## src/hw/rtl/efg_pkg.sv

```systemverilog
package efg_pkg;

   localparam int TASK_W  = 8;
   localparam int TYPE_W  = 3;
   localparam int WORD_W  = 32;
   localparam int ENTRY_W = TASK_W + TYPE_W + WORD_W;
   localparam int COUNT_W = 4;

   localparam int WT_SET_BIT     = 0;
   localparam int WT_ALL_BIT     = 1;
   localparam int WT_CONSUME_BIT = 2;

   typedef enum logic [2:0] {
      MODE_WAIT    = 3'd0,
      MODE_GET     = 3'd1,
      MODE_SET     = 3'd2,
      MODE_CLEAR   = 3'd3,
      MODE_DESTROY = 3'd4,
      MODE_INIT    = 3'd5
   } mode_type;

   typedef enum logic [1:0] {
      KIND_REPLY   = 2'd0,
      KIND_WAKE    = 2'd1,
      KIND_SUMMARY = 2'd2
   } kind_type;

   typedef enum logic [2:0] {
      ST_OK      = 3'd0,
      ST_UNAVAIL = 3'd1,
      ST_DELETED = 3'd2,
      ST_FULL    = 3'd3,
      ST_QUEUED  = 3'd4
   } status_type;

   typedef enum logic [1:0] {
      S_IDLE    = 2'd0,
      S_EXEC    = 2'd1,
      S_WALK    = 2'd2,
      S_SUMMARY = 2'd3
   } state_type;

endpackage

```

## src/hw/rtl/efg_check.sv

```systemverilog
module efg_check
   import efg_pkg::*;
#(
   parameter int FLAG_BITS = 32
) (
   input  logic [FLAG_BITS-1:0] flags,
   input  logic [FLAG_BITS-1:0] req_flags,
   input  logic [TYPE_W-1:0]    wait_type,
   output logic [FLAG_BITS-1:0] matched,
   output logic                 satisfied,
   output logic [FLAG_BITS-1:0] flags_next
);

   logic set_test;
   logic all_test;
   logic consume;

   assign set_test = wait_type[WT_SET_BIT];
   assign all_test = wait_type[WT_ALL_BIT];
   assign consume  = wait_type[WT_CONSUME_BIT];

   always_comb begin
      matched   = set_test ? (flags & req_flags) : (~flags & req_flags);
      satisfied = all_test ? (matched == req_flags) : (matched != '0);
      flags_next = flags;
      if (satisfied && consume) begin
         flags_next = set_test ? (flags & ~req_flags) : (flags | req_flags);
      end
   end

endmodule

```

## src/hw/rtl/event_flag_group_with_waiters.sv

```systemverilog
// event flag group with an arrival-ordered waiter table
//
// req channel: one item per request (wait, get, notify set/clear, destroy,
// initialize). req_ready is high only while the block is idle; one item is
// handled at a time. csr channel: always ready, loads the init flag value.
// rsp channel: each item gives zero or more reply/wake items and always ends
// with one summary item carrying last = 1, the flag word and waiter count.
//
// item flow, with rsp_ready held high: wait, get, initialize and the unused
// codes pass from accept through execute to the summary; notify and destroy
// also walk the queued waiters in between, one entry per cycle with the
// flag word updated between entries; the waiter table is a synchronous
// memory with one read and one write port. results pass through one output
// register; while it holds an item and rsp_ready is low, no item is emitted
// and the walk pauses on an entry to wake or delete but still compacts the
// rest. reset (synchronous, active high) clears the flag word, the waiter
// count, init register and output valid bit; table contents need no clear.
module event_flag_group_with_waiters
   import efg_pkg::*;
#(
   parameter int FLAG_BITS = 32,
   parameter int WAITERS   = 8
) (
   input  logic               clock,
   input  logic               reset,
   input  logic               req_valid,
   output logic               req_ready,
   input  logic [2:0]         req_mode,
   input  logic [TASK_W-1:0]  req_task_id,
   input  logic [TYPE_W-1:0]  req_wait_type,
   input  logic [WORD_W-1:0]  req_request_flags,
   input  logic [WORD_W-1:0]  req_notify_flags,
   output logic               rsp_valid,
   input  logic               rsp_ready,
   output logic [1:0]         rsp_kind,
   output logic [TASK_W-1:0]  rsp_task_id_res,
   output logic [2:0]         rsp_status,
   output logic [WORD_W-1:0]  rsp_result_flags,
   output logic [WORD_W-1:0]  rsp_current_flags,
   output logic [COUNT_W-1:0] rsp_waiter_count,
   output logic               rsp_last,
   input  logic               csr_valid,
   output logic               csr_ready,
   input  logic [WORD_W-1:0]  csr_init_flags
);

   localparam int CW = $clog2(WAITERS + 1);
   localparam int AW = (WAITERS > 1) ? $clog2(WAITERS) : 1;
   localparam logic [CW-1:0] WAITERS_C = CW'(WAITERS);

   state_type state_ff, state_in;

   logic [WORD_W-1:0]  init_ff;
   logic [FLAG_BITS-1:0] flag_ff, flag_in;
   logic [CW-1:0]      total_ff, total_in;
   logic [CW-1:0]      idx_ff, idx_in;
   logic [CW-1:0]      keep_ff, keep_in;

   logic [2:0]         item_mode_ff;
   logic [TASK_W-1:0]  item_task_ff;
   logic [TYPE_W-1:0]  item_type_ff;
   logic [WORD_W-1:0]  item_req_ff;
   logic [WORD_W-1:0]  item_notify_ff;

   logic [ENTRY_W-1:0] mem [WAITERS];
   logic [ENTRY_W-1:0] rd_data_ff;
   logic               rd_en, wr_en;
   logic [AW-1:0]      rd_addr, wr_addr;
   logic [ENTRY_W-1:0] wr_data;

   logic               rsp_valid_ff;
   kind_type           rsp_kind_ff;
   logic [TASK_W-1:0]  rsp_task_ff;
   status_type         rsp_status_ff;
   logic [WORD_W-1:0]  rsp_result_ff;
   logic [WORD_W-1:0]  rsp_current_ff;
   logic [COUNT_W-1:0] rsp_count_ff;
   logic               rsp_last_ff;

   logic               emit;
   kind_type           o_kind;
   logic [TASK_W-1:0]  o_task;
   status_type         o_status;
   logic [WORD_W-1:0]  o_result;
   logic [WORD_W-1:0]  o_current;
   logic [COUNT_W-1:0] o_count;
   logic               o_last;

   logic               can_emit;
   logic               req_accept;

   // entry fields
   logic [TASK_W-1:0]  ent_task;
   logic [TYPE_W-1:0]  ent_type;
   logic [WORD_W-1:0]  ent_req;

   // width fitting between 32-bit fields and the flag word
   logic [FLAG_BITS+WORD_W-1:0] item_req_ext, ent_req_ext, notify_ext, init_ext;
   logic [FLAG_BITS-1:0] item_req_fit, ent_req_fit, notify_fit, init_fit;
   logic [FLAG_BITS+WORD_W-1:0] matched_ext, flag_ext;
   logic [WORD_W-1:0]  matched_word, flag_word_out;
   logic [CW+COUNT_W-1:0] count_ext;

   logic [TYPE_W-1:0]    chk_type;
   logic [FLAG_BITS-1:0] chk_req;
   logic [FLAG_BITS-1:0] chk_matched;
   logic                 chk_ok;
   logic [FLAG_BITS-1:0] chk_next;

   logic               is_destroy;
   logic               walk_adv;
   logic               walk_more;
   logic [CW-1:0]      idx_next;

   assign {ent_task, ent_type, ent_req} = rd_data_ff;

   assign item_req_ext = {{FLAG_BITS{1'b0}}, item_req_ff};
   assign ent_req_ext  = {{FLAG_BITS{1'b0}}, ent_req};
   assign notify_ext   = {{FLAG_BITS{1'b0}}, item_notify_ff};
   assign init_ext     = {{FLAG_BITS{1'b0}}, init_ff};
   assign item_req_fit = item_req_ext[FLAG_BITS-1:0];
   assign ent_req_fit  = ent_req_ext[FLAG_BITS-1:0];
   assign notify_fit   = notify_ext[FLAG_BITS-1:0];
   assign init_fit     = init_ext[FLAG_BITS-1:0];

   assign matched_ext   = {{WORD_W{1'b0}}, chk_matched};
   assign matched_word  = matched_ext[WORD_W-1:0];
   assign flag_ext      = {{WORD_W{1'b0}}, flag_ff};
   assign flag_word_out = flag_ext[WORD_W-1:0];
   assign count_ext     = {{COUNT_W{1'b0}}, total_ff};

   efg_check #(
      .FLAG_BITS(FLAG_BITS)
   ) u_check (
      .flags     (flag_ff),
      .req_flags (chk_req),
      .wait_type (chk_type),
      .matched   (chk_matched),
      .satisfied (chk_ok),
      .flags_next(chk_next)
   );

   assign can_emit   = !rsp_valid_ff || rsp_ready;
   assign req_ready  = (state_ff == S_IDLE);
   assign req_accept = req_valid && req_ready;
   assign csr_ready  = 1'b1;

   assign is_destroy = (item_mode_ff == MODE_DESTROY);
   assign walk_adv   = !(is_destroy || chk_ok) || can_emit;
   assign idx_next   = idx_ff + CW'(1);
   assign walk_more  = (idx_next < total_ff);

   // next state
   always_comb begin
      state_in = state_ff;
      case (state_ff)
         S_IDLE: begin
            if (req_accept) state_in = S_EXEC;
         end
         S_EXEC: begin
            case (item_mode_ff)
               MODE_WAIT, MODE_GET: begin
                  if (can_emit) state_in = S_SUMMARY;
               end
               MODE_SET, MODE_CLEAR, MODE_DESTROY: begin
                  state_in = (total_ff != '0) ? S_WALK : S_SUMMARY;
               end
               default: state_in = S_SUMMARY;
            endcase
         end
         S_WALK: begin
            if (walk_adv && !walk_more) state_in = S_SUMMARY;
         end
         S_SUMMARY: begin
            if (can_emit) state_in = S_IDLE;
         end
         default: state_in = S_IDLE;
      endcase
   end

   // datapath control and result selection
   always_comb begin
      emit      = 1'b0;
      o_kind    = KIND_SUMMARY;
      o_task    = '0;
      o_status  = ST_OK;
      o_result  = '0;
      o_current = '0;
      o_count   = '0;
      o_last    = 1'b0;
      rd_en     = 1'b0;
      rd_addr   = '0;
      wr_en     = 1'b0;
      wr_addr   = total_ff[AW-1:0];
      wr_data   = {item_task_ff, item_type_ff, item_req_ff};
      flag_in   = flag_ff;
      total_in  = total_ff;
      keep_in   = keep_ff;
      idx_in    = idx_ff;
      chk_type  = item_type_ff;
      chk_req   = item_req_fit;
      case (state_ff)
         S_EXEC: begin
            case (item_mode_ff)
               MODE_WAIT, MODE_GET: begin
                  if (can_emit) begin
                     emit     = 1'b1;
                     o_kind   = KIND_REPLY;
                     o_task   = item_task_ff;
                     o_result = matched_word;
                     flag_in  = chk_next;
                     if (chk_ok) begin
                        o_status = ST_OK;
                     end else if (item_mode_ff == MODE_GET) begin
                        o_status = ST_UNAVAIL;
                     end else if (total_ff == WAITERS_C) begin
                        o_status = ST_FULL;
                     end else begin
                        o_status = ST_QUEUED;
                        wr_en    = 1'b1;
                        total_in = total_ff + CW'(1);
                     end
                  end
               end
               MODE_SET, MODE_CLEAR, MODE_DESTROY: begin
                  if (item_mode_ff == MODE_SET) begin
                     flag_in = flag_ff | notify_fit;
                  end else if (item_mode_ff == MODE_CLEAR) begin
                     flag_in = flag_ff & ~notify_fit;
                  end
                  idx_in  = '0;
                  keep_in = '0;
                  rd_en   = (total_ff != '0);
               end
               MODE_INIT: begin
                  flag_in  = init_fit;
                  total_in = '0;
               end
               default: begin
               end
            endcase
         end
         S_WALK: begin
            chk_type = ent_type;
            chk_req  = ent_req_fit;
            if (is_destroy) begin
               emit     = can_emit;
               o_kind   = KIND_WAKE;
               o_task   = ent_task;
               o_status = ST_DELETED;
               o_result = ent_req;
            end else if (chk_ok) begin
               emit     = can_emit;
               o_kind   = KIND_WAKE;
               o_task   = ent_task;
               o_status = ST_OK;
               o_result = matched_word;
               if (can_emit) flag_in = chk_next;
            end else begin
               // still waiting: compact toward the head
               wr_en   = 1'b1;
               wr_addr = keep_ff[AW-1:0];
               wr_data = rd_data_ff;
               keep_in = keep_ff + CW'(1);
            end
            if (walk_adv) begin
               idx_in = idx_next;
               if (walk_more) begin
                  rd_en   = 1'b1;
                  rd_addr = idx_next[AW-1:0];
               end else begin
                  total_in = is_destroy ? '0 : keep_in;
               end
            end
         end
         S_SUMMARY: begin
            emit      = can_emit;
            o_kind    = KIND_SUMMARY;
            o_current = flag_word_out;
            o_count   = count_ext[COUNT_W-1:0];
            o_last    = 1'b1;
         end
         default: begin
         end
      endcase
   end

   // waiter table
   always_ff @(posedge clock) begin
      if (wr_en) mem[wr_addr] <= wr_data;
   end

   always_ff @(posedge clock) begin
      if (rd_en) rd_data_ff <= mem[rd_addr];
   end

   always_ff @(posedge clock) begin
      if (reset) begin
         state_ff <= S_IDLE;
         init_ff  <= '0;
         flag_ff  <= '0;
         total_ff <= '0;
         idx_ff   <= '0;
         keep_ff  <= '0;
      end else begin
         state_ff <= state_in;
         flag_ff  <= flag_in;
         total_ff <= total_in;
         idx_ff   <= idx_in;
         keep_ff  <= keep_in;
         if (csr_valid && csr_ready) init_ff <= csr_init_flags;
      end
   end

   always_ff @(posedge clock) begin
      if (req_accept) begin
         item_mode_ff   <= req_mode;
         item_task_ff   <= req_task_id;
         item_type_ff   <= req_wait_type;
         item_req_ff    <= req_request_flags;
         item_notify_ff <= req_notify_flags;
      end
   end

   always_ff @(posedge clock) begin
      if (reset) begin
         rsp_valid_ff <= 1'b0;
      end else if (emit) begin
         rsp_valid_ff <= 1'b1;
      end else if (rsp_ready) begin
         rsp_valid_ff <= 1'b0;
      end
   end

   always_ff @(posedge clock) begin
      if (emit) begin
         rsp_kind_ff    <= o_kind;
         rsp_task_ff    <= o_task;
         rsp_status_ff  <= o_status;
         rsp_result_ff  <= o_result;
         rsp_current_ff <= o_current;
         rsp_count_ff   <= o_count;
         rsp_last_ff    <= o_last;
      end
   end

   assign rsp_valid         = rsp_valid_ff;
   assign rsp_kind          = rsp_kind_ff;
   assign rsp_task_id_res   = rsp_task_ff;
   assign rsp_status        = rsp_status_ff;
   assign rsp_result_flags  = rsp_result_ff;
   assign rsp_current_flags = rsp_current_ff;
   assign rsp_waiter_count  = rsp_count_ff;
   assign rsp_last          = rsp_last_ff;

   a_total_bound: assert property (@(posedge clock) disable iff (reset)
      total_ff <= WAITERS_C)
      else $error("waiter count above table depth");

   a_walk_index: assert property (@(posedge clock) disable iff (reset)
      state_ff == S_WALK |-> idx_ff < total_ff)
      else $error("walk index beyond waiter count");

   a_keep_behind: assert property (@(posedge clock) disable iff (reset)
      state_ff == S_WALK |-> keep_ff <= idx_ff)
      else $error("compaction write overtakes walk read");

   a_accept_exec: assert property (@(posedge clock) disable iff (reset)
      req_accept |=> state_ff == S_EXEC && !req_ready)
      else $error("accepted item not taken into execution");

   a_last_summary: assert property (@(posedge clock) disable iff (reset)
      emit && o_last |-> state_ff == S_SUMMARY && o_kind == KIND_SUMMARY)
      else $error("last flag outside summary");

endmodule
```

## config.mk

```make
export PLATFORM = sky130hd
export DESIGN_NAME = event_flag_group_with_waiters
export DESIGN_NICKNAME = d
export VERILOG_FILES = /design/src/hw/rtl/efg_pkg.sv /design/src/hw/rtl/efg_check.sv /design/src/hw/rtl/event_flag_group_with_waiters.sv
export SDC_FILE = /design/constraint.sdc
export NUM_CORES = 1
export LEC_CHECK = 0
export BUFFER_PORTS_ARGS = -buffer_cell sky130_fd_sc_hd__buf_2
export CORE_MARGIN = 8
export CORE_UTILIZATION = 30
export CTS_CLUSTER_DIAMETER = 150
export DETAILED_ROUTE_END_ITERATION = 10
export GPL_TIMING_DRIVEN = 0
export HOLD_SLACK_MARGIN = 0.1
export PLACE_DENSITY_LB_ADDON = 0.12
export SLEW_MARGIN = 5
export SYNTH_ARGS = -nofsm -noshare
export SYNTH_HDL_FRONTEND = slang
export SYNTH_HIERARCHICAL = 1
export SYNTH_SLANG_ARGS = --single-unit
```

## constraint.sdc

```tcl
create_clock -name clock -period 10.7 [get_ports clock]
set_input_delay 1.07 -clock clock [delete_from_list [all_inputs] [get_ports clock]]
set_output_delay 1.07 -clock clock [all_outputs]
set_load 0.005 [all_outputs]
```

## After elaboration in Yosys (flattened, before gate mapping)

Memory sizes are Yosys's and may differ from the RTL's. A register that Yosys moved wholly into a read port is not among the register bits.
Index checks and enable logic that the tools add are counted.

- Add/subtract/negate cells: 3
- Equality and inequality tests: 25
- Bitwise gates (word level): 9
- $lt $le $gt $ge: 1
- Mux-type cells: 88
- Reduce and logical (&&, ||, !) cells: 22

Operator list:

| cell | number |
|---|---|
| $mux 32 | 13 |
| $mux 43 | 3 |
| $and 32x32->32 | 4 |
| $pmux 32 s2 | 2 |
| $not 32->32 | 3 |
| $pmux 32 s3 | 1 |
| $or 32x32->32 | 2 |
| $mux 4 | 11 |
| $mux 3 | 12 |
| $eq 32x32->1 | 1 |
| $mux 8 | 4 |
| $pmux 4 s2 | 4 |
| $reduce_bool 32->1 | 1 |
| $mux 1 | 21 |
| $mux 2 | 9 |
| $pmux 8 s2 | 1 |
| $ne 2x2->1 const B | 7 |
| $add 4x1->4 const B | 3 |
| $ne 3x3->1 const B | 4 |
| $pmux 2 s2 | 2 |
| $pmux 2 s4 | 1 |
| $reduce_and 8->1 | 1 |
| $eq 3x2->1 const B | 2 |
| $eq 3x3->1 const B | 2 |
| 25 further kinds | 34 |

- Memories kept: 1
- Register bits after elaboration: 239
- Memory bits (writable): 344

Memories:

| name | words | width | read ports | clocked after memory_dff | wr ports | RTL line | source |
|---|---|---|---|---|---|---|---|
| mem | 8 | 43 | 1 | 1 | 1 | event_flag_group_with_waiters.sv:65 | `logic [ENTRY_W-1:0] mem [WAITERS];` |

## Depth between registers and ports, before layout

Gate-level depths: netlist of the first run.

- Word-level depth: 12
- Gate-level depth with buffers: 22
- Gate-level depth less buffers: 14

## Hierarchy

Netlist of the first run, hierarchy kept.

By module, submodules not included:

| module | area each (µm²) | instances | cells an instance |
|---|---|---|---|
| event_flag_group_with_waiters | 27487.6 | 1 | 2131 |
| efg_check | 1875.5 | 1 | 243 |

## Worst setup path before layout of the first run

No wires, ideal clock.

- Path kind: reg2reg
- From: register state_ff[0]
- To: register rsp_current_ff[0], in the netlist rsp_current_flags[0] (enable)
- Cell stages (with the launch flop): 15
- Period minus slack after synthesis: 10152 ps
- Data required time: 10053 ps
- Setup time: 647 ps
- Path buffers: 4
- Data arrival time: 9505 ps
- Setup slack: 548 ps
- Cells stage by stage: dfxtp_1 inv_1 ha_1 clkbuf_1 clkbuf_1 clkbuf_1 mux2_2 a221o_1 a2111oi_0 o21ai_1 nor3_4 buf_2 or2_2 o21ai_1 a211oi_1

- Cells in the longest elaborated chain, start to end: 9
- Elaborated cells between the ends (all ways): 14

RTL lines:

| element | RTL line | source |
|---|---|---|
| start, declared | event_flag_group_with_waiters.sv:51 | `state_type state_ff, state_in;` |
| start signal, assigned | event_flag_group_with_waiters.sv:306 | `state_ff <= state_in;` |
| $eq 2x2->1 (*) | event_flag_group_with_waiters.sv:202 | `case (state_ff)` |
| $mux 32 (*) | event_flag_group_with_waiters.sv:202 |  |
| named net chk_req[5] | event_flag_group_with_waiters.sv:105 | `logic [FLAG_BITS-1:0] chk_req;` |
| $and 32x32->32 | efg_check.sv:23 | `matched = set_test ? (flags & req_flags) : (~flags & req_flags);` |
| $mux 32 | efg_check.sv:23 |  |
| $eq 32x32->1 or $reduce_bool 32->1 (tied branches) | efg_check.sv:24 | `satisfied = all_test ? (matched == req_flags) : (matched != '0);` |
| $mux 1 (*) | efg_check.sv:24 |  |
| named net chk_ok | event_flag_group_with_waiters.sv:107 | `logic chk_ok;` |
| $mux 1 (*) | event_flag_group_with_waiters.sv:252 | `end else if (chk_ok) begin` |
| $mux 1 (*) | event_flag_group_with_waiters.sv:246 | `if (is_destroy) begin` |
| $pmux 1 s3 (*) | event_flag_group_with_waiters.sv:202 |  |
| named net emit | event_flag_group_with_waiters.sv:80 | `logic emit;` |
| end signal, assigned | event_flag_group_with_waiters.sv:341 | `rsp_current_ff <= o_current;` |
| end, declared | event_flag_group_with_waiters.sv:76 | `logic [WORD_W-1:0] rsp_current_ff;` |

Mark *: on every way through the listed nets, which the timed path passes. The rest lies on a longest branch.
A chain may end at the register's enable or synchronous reset.

## Worst setup path in the final report of the first run

- From: register state_ff[0]
- To: memory mem[2][16] (netlist bit) (enable)

- Elaborated cells between the ends (all ways): 21

RTL lines:

| element | RTL line | source |
|---|---|---|
| $eq 2x2->1 (*) | event_flag_group_with_waiters.sv:202 |  |
| $mux 3 (*) | event_flag_group_with_waiters.sv:202 |  |
| named net chk_type[0] | event_flag_group_with_waiters.sv:104 | `logic [TYPE_W-1:0] chk_type;` |
| $mux 32 (*) | efg_check.sv:23 |  |
| $eq 32x32->1 or $reduce_bool 32->1 (tied branches) | efg_check.sv:24 |  |
| $mux 1 (*) | efg_check.sv:24 |  |
| named net chk_ok | event_flag_group_with_waiters.sv:107 |  |
| $mux 1 | event_flag_group_with_waiters.sv:212 | `if (chk_ok) begin` |
| $mux 1 | event_flag_group_with_waiters.sv:206 | `if (can_emit) begin` |
| $mux 1 | event_flag_group_with_waiters.sv:204 | `case (item_mode_ff)` |
| $pmux 1 s2 | event_flag_group_with_waiters.sv:202 |  |
| $mux 1 | event_flag_group_with_waiters.sv:290 | `if (wr_en) mem[wr_addr] <= wr_data;` |
| $mux 1 (implied by the code) | event_flag_group_with_waiters.sv:290 |  |
| end, declared | event_flag_group_with_waiters.sv:65 |  |

Marked as above.

==> out/qor.csv, run 1 <==
metric,value,unit
outcome,completed,
max_slew_margin,17.8,%
cp_slowest_cell,nor3_2,
cp_slowest_stage_delay,0.98,ns
die_w,329,µm
cts_max_level,3,
maxCapViolCount,0,
final_core_util,35.9,%
p_leak,11.8,nW
row_count,114,
synth_edf_count,547,
cts-root-buf,clkbuf_16,
cp.arrival,9.50,ns
rsz0062_at_grt,false,
placed_area,0.0323,mm²
worstMarginPinSlew,1.22,ns
syn_nets,2500,
critPathTopFamily,buffers and inverters,
cts.sinks,626,
grt_max_degree,56,
hold_path.class,flip-flop to flip-flop,
ir_worst_vdd,0.121,mV
cts_hold_buf,0,
core-area,0.0969,mm²
finalCritPeriodShare,85.9,%
synth_area_leader_cell,edfxtp_1,
fmax,0.109,GHz
grt-ovfl-total,0,
drt-pass1-iter-count,5,
nFillCells,9507,
drive_gt1_share,19.8,%
place_hpwl,82600,µm
worst_setup_path_start_kind,flip-flop,
insertion_delay,0.63,ns
synth-main-ff-cell,edfxtp_1,
cts_resized,0,
synth_warnings,6,
antenna_found_initial,0,
synth_area_leaders,"edfxtp_1 56%, dfxtp_1 5.4%, o221a_2 2.9%, mux2i_1 2.8%, a31oi_1 2.7%",
setup_violations,0,
ant_nets,0,
drt_iter0_drc,2555,
fin_worst_skew,0.0227,ns
drc,0,
fin_nets,2790,
io_pins,200,
fp.dieArea,0.108,mm²
final_cell_area,0.0348,mm²
critPathBufInv,10,
synth_top_area_share,55.9,%
whs,0.470,ns
vias,22000,
post_cts_buffers,0,
synthCells,2374,
cts_buffers,75,
cp.required,11.01,ns
critPathMaxFanout,23,
synth.yosys.seq_area_share,61.3,%
slew_viol_final,0,
area_growth,18.5,%
path_common_cell,clkbuf_1,
fp.dieH,329,µm
final_common_cell,edfxtp_1,
crit_chain,"inv_1, ha_1, clkbuf_1, clkbuf_1, clkbuf_1, mux2_2, buf_6, inv_1, nand4_1, or4b_2, a22oi_1, a21oi_2, buf_6, or2_2, clkbuf_1, nor3_2, clkbuf_1, a31oi_1, nor2_4, buf_12",
start_util,30.3,%
power_density,251,mW/mm²
ys_seq_elements,626,
min_period,9.19,ns
synth_area,0.0294,mm²
cts.clk_slew.worst_paths,0.06,ns
synth.distinct_cells,81,
grt_pass1_wl,158000,µm
hold_viol,0,
drt-total-wl,109000,µm
wl_per_cell,27.4,µm
cts_tree,built,
grt.total_usage,19.5,%
placement.io_buffers,196,
place.gp.congestion,0.881,
async_flop_share,0,%
grt_pass1_vias,22300,
final_cell_mix,"547 x edfxtp_1, 235 x buf_2, 194 x nand2_1",
vias_per_cell,5.51,
ctsLongestPathBuffers,3,
critical_path_class,flip-flop to flip-flop,
synth.avg_cell_area,12.4,µm²
critPathCaptureType,flip-flop,
## worst paths after layout
check | start | endpoint | slack (ns) | cells past startpoint
max | state_ff[0] | mem[2][16] | 1.51 | 20
max reg2reg | state_ff[0] | mem[2][16] | 1.51 | 20
min | idx_ff[3] | idx_ff[3] | 0.47 | 2
min reg2reg | idx_ff[3] | idx_ff[3] | 0.47 | 2
## state kept, by name, indices dropped and copies added (netlist names), 4 cells and up
name and cells:
flag_ff 32, idx_ff 4, init_ff 32, item_notify_ff 32, item_req_ff 32, item_task_ff 8, keep_ff 4, mem 344
rd_data_ff 43, rsp_current_flags 32, rsp_result_flags 32, rsp_task_id_res 8, rsp_waiter_count 4, total_ff 4
## metrics by stage
| stage | setup TNS [ns] | total power, mW | instances | setup WS (ns) |
|---|---|---|---|---|
| final | 0 | 8.74 | 3999 | 1.51 |
| after floorplan | 0 | 5.01 | 2374 | 0.548 |
| after detailed placement | 0 | 6.19 | 3863 | 1.39 |
| after global placement | -770.31 | 6.16 | 3846 | -5.29 |
| after global routing | 0 | 9.10 | 3998 | 1.07 |
| after CTS | 0 | 8.78 | 3998 | 1.36 |
## area by class of cell
| type | instances | area [µm²] | share of cell area (%) |
|---|---|---|---|
| Timing Repair Buffer | 213 | 1300 | 3.75 |
| Multi-Input combinational cell | 1466 | 10200 | 29.4 |
| Buffer | 217 | 983 | 2.83 |
| Tap cell | 1276 | 1600 | 4.59 |
| Sequential cell | 626 | 18000 | 51.8 |
| Clock buffer | 100 | 2090 | 6.00 |
| Inverter | 65 | 244 | 0.701 |
| Clock inverter | 35 | 347 | 0.996 |
| Antenna cell | 1 | 2.50 | 0.00719 |
## layer usage
layer	global-route usage (%)	vias up	wire length, µm
met4	6.46	0	3420
met2	32.7	969	51900
met1	25.4	10900	46400
met5	0	-	0
li1	-	9908	-
met3	3.60	205	7730
## tightest hold or removal path: stages (launching register included)
cell and delay, ns:
dfxtp_1 0.32, nand2_1 0.06, a21oi_1 0.05
## kinds of logic (layout without fill, tap and decap cells)
family	Yosys count	count (layout)	share of synthesized area [%]
and+or+nand+nor	672	672	11.5
DFF	626	626	61.3
AOI/OAI and AO/OA	608	608	16.6
buffers and inverters	282	630	4.18
muxes	136	136	4.86
xor gates and xnor gates	38	38	1.13
adders and majority gates	11	11	0.469
other	1	2	0.0128
## power breakdown
| group | internal (mW) | switching (mW) | leakage, nW |
|---|---|---|---|
| combinational | 0.865 | 1.97 | 5.06 |
| sequential | 3.09 | 0.246 | 5.57 |
| clock | 1.53 | 1.03 | 1.19 |
## Yosys cell counts (3+ instances only)
cell type,instances
buf_4,12
a222oi_1,3
buf_6,10
inv_1,62
o21ai_0,8
and2_1,68
xnor2_1,35
mux2_2,38
o211ai_1,19
nand2_1,194
o21ai_1,3
nand2b_1,51
nor4_1,44
a22oi_1,46
and3b_1,3
ha_1,11
a2111oi_0,3
a31oi_1,125
dfxtp_1,79
buf_2,39
clkbuf_1,146
buf_1,10
o211ai_2,16
o32a_1,43
xor2_1,3
o2111ai_1,3
a211oi_1,6
nand4_1,48
edfxtp_1,547
nor2b_1,13
mux2i_1,83
a21oi_1,60
inv_2,3
mux2_1,15
nor2_1,129
o31ai_1,88
nor3_2,3
nor3b_1,4
a22o_1,40
o221a_2,75
nand3_1,11
nor3_1,84
o221ai_1,44
No activity file was read; power rests on OpenSTA's default activity.
==> inputs of run 2 (changes only) <==
- clock period: 10.7 -> 9.5 ns (I/O delays scaled with it)
==> run 2 against run 1 <==
Against the previous run: via count is 0.17% higher; register-to-register slack worse by 1.2 ns; global-route usage is 0.17 points higher; hold slack about the same; fmax up 0.35%; worst setup slack got worse by 1.2 ns; first-iteration DRC count down 12%.
==> out/qor.csv, run 2 (synthesized netlist as in run 1, its figures left out) <==
metric,value,unit,change
p_total,9.78,mW,was 8.74 mW
ir_worst_vdd,0.116,mV,was 0.121 mV
grt.total_usage,19.7,%,was 19.5%
grt_max_degree,55,,was 56
drc,0,,unchanged
max_flop_register,mem,,unchanged
place.gp.congestion,0.889,,was 0.881
final_core_util,35.9,%,about the same
critical_path_class,flip-flop to flip-flop,,unchanged
place_hpwl,83100,µm,"was 82,600 µm"
grt_pass1_vias,22600,,"was 22,300"
post_cts_buffers,0,,unchanged
cp.required,9.83,ns,was 11.01 ns
cts_tree,built,,unchanged
fin_nets,2792,,"was 2,790"
fmax,0.109,GHz,about the same
io_pins,200,,unchanged
cts_resized,0,,unchanged
start_util,30.3,%,unchanged
cts.clk_slew.worst_paths,0.05,ns,was 0.06 ns
die_w,329,µm,unchanged
fin_worst_skew,0.0309,ns,was 0.0227 ns
p_sw_share,37.7,%,was 37.1%
grt-ovfl-total,0,,unchanged
rsz0062_at_grt,false,,unchanged
wl_per_cell,27.4,µm,about the same
worst_setup_path_start_kind,flip-flop,,unchanged
worstMarginPinSlew,1.19,ns,was 1.22 ns
power_frac_clock,28.8,%,was 29.3%
ant_nets,0,,unchanged
drt-total-wl,110000,µm,"was 109,000 µm"
min_period,9.16,ns,was 9.19 ns
maxCapViolCount,0,,unchanged
core-area,0.0969,mm²,unchanged
ctsLongestPathBuffers,3,,unchanged
seq_power_share,38.5,%,was 38.2%
cts.sinks,626,,unchanged
finalCritPeriodShare,96.4,%,was 85.9%
cts_buffers,76,,was 75
final_common_cell,edfxtp_1,,unchanged
hold_path.class,flip-flop to flip-flop,,unchanged
antenna_found_initial,2,,was 0
slew_viol_final,0,,unchanged
insertion_delay,0.65,ns,was 0.63 ns
vias,22100,,"was 22,000"
drive_gt1_share,19.8,%,about the same
placement.io_buffers,196,,unchanged
max_slew_margin,20.1,%,was 17.8%
cts-root-buf,clkbuf_16,,unchanged
critPathCaptureType,flip-flop,,unchanged
cts_hold_buf,0,,unchanged
fp.dieArea,0.108,mm²,unchanged
outcome,completed,,unchanged
placed_area,0.0324,mm²,was 0.0323 mm²
cp.arrival,9.49,ns,was 9.50 ns
area_growth,18.5,%,about the same
fp.dieH,329,µm,unchanged
power_density,281,mW/mm²,was 251 mW/mm²
largest_reg_flops,344,,unchanged
vias_per_cell,5.51,,about the same
pwr-share-comb,32.7,%,was 32.5%
p_leak,11.8,nW,about the same
reg_top3,"mem (344), rd_data_ff (43)",,unchanged
drt-pass1-iter-count,7,,was 5
drt_iter0_drc,2248,,"was 2,555"
cts_max_level,3,,unchanged
final_cell_area,0.0348,mm²,about the same
row_count,114,,unchanged
setup_violations,0,,unchanged
final_cell_mix,"547 x edfxtp_1, 235 x buf_2, 194 x nand2_1",,unchanged
critPathMaxFanout,22,,was 23
grt_pass1_wl,158000,µm,about the same
switching_power,3.68,mW,was 3.25 mW
hold_viol,0,,unchanged
intPower,6.09,mW,was 5.49 mW
[run 2: path summary, 6_finish.rpt]
path                     from          to  slack [ns]  depth (start not counted)
hold reg to reg     idx_ff[3]   idx_ff[3]        0.47                          2
setup / recovery  state_ff[0]  mem[3][13]        0.34                         20
setup reg to reg  state_ff[0]  mem[3][13]        0.34                         20
hold / removal      idx_ff[3]   idx_ff[3]        0.47                          2
[run 2: layout make-up]
cell class / instances / area [µm²]
plain buffers: 217 / 983
multi-input cells: 1466 / 10200
fillers: 9510 / 62100
diodes: 1 / 2.50
inverters: 65 / 244
repair buffers: 214 / 1350
clock buffers: 100 / 2030
flip-flops and latches: 626 / 18000
clock inverters: 41 / 365
well taps: 1276 / 1600
[run 2: power by group through the flow]
| stage | registers [mW] | clock network [mW] | logic [mW] |
|---|---|---|---|
| 2_1_floorplan | 3.69 | 0 | 1.94 |
| 3_3_place_gp | 3.85 | 0 | 3.08 |
| 4_1_cts | 3.76 | 2.89 | 3.18 |
| 3_5_place_dp | 3.81 | 0 | 3.17 |
| 5_1_grt | 3.79 | 3.00 | 3.42 |
| 6_report | 3.76 | 2.82 | 3.19 |
[run 2: stage by stage]
step / setup WS (ns) / setup TNS [ns] / hold slack (ns) / cells
after CTS: 0.307 / 0 / 0.430 / 4005
after detailed placement: 0.350 / 0 / 0.467 / 3864
final: 0.338 / 0 / 0.470 / 4006
after global routing: 0.0441 / 0 / 0.445 / 4005
after global placement: -2.58 / -929.15 / 0.454 / 3846
after floorplan: 2.03 / 0 / 0.444 / 2374
[run 2: per-layer routing]
metal  wire length [µm]  GRT usage, %  vias to the layer above  share of wire, %
met3               7320          3.59                      184               6.7
met1              46800          25.5                    11000                43
met4               2750          5.85                        0               2.5
met2              52800          33.4                      943                48
li1                   -             -                     9909                 -
met5                  0             0                        -                 0
[run 2: critical path: stages, from the launching register on]
cell,delay (ns)
dfxtp_1,0.32
inv_1,0.13
ha_1,0.32
clkbuf_1,0.60
clkbuf_1,0.77
clkbuf_1,0.62
mux2_2,0.52
buf_6,0.20
inv_1,0.14
nand4_1,0.11
or4b_2,0.62
a22oi_1,0.31
a21oi_2,0.19
buf_6,0.18
or2_2,0.38
clkbuf_1,0.31
nor3_2,0.92
clkbuf_1,0.74
a31oi_1,0.37
nor2_4,0.72
buf_12,0.28
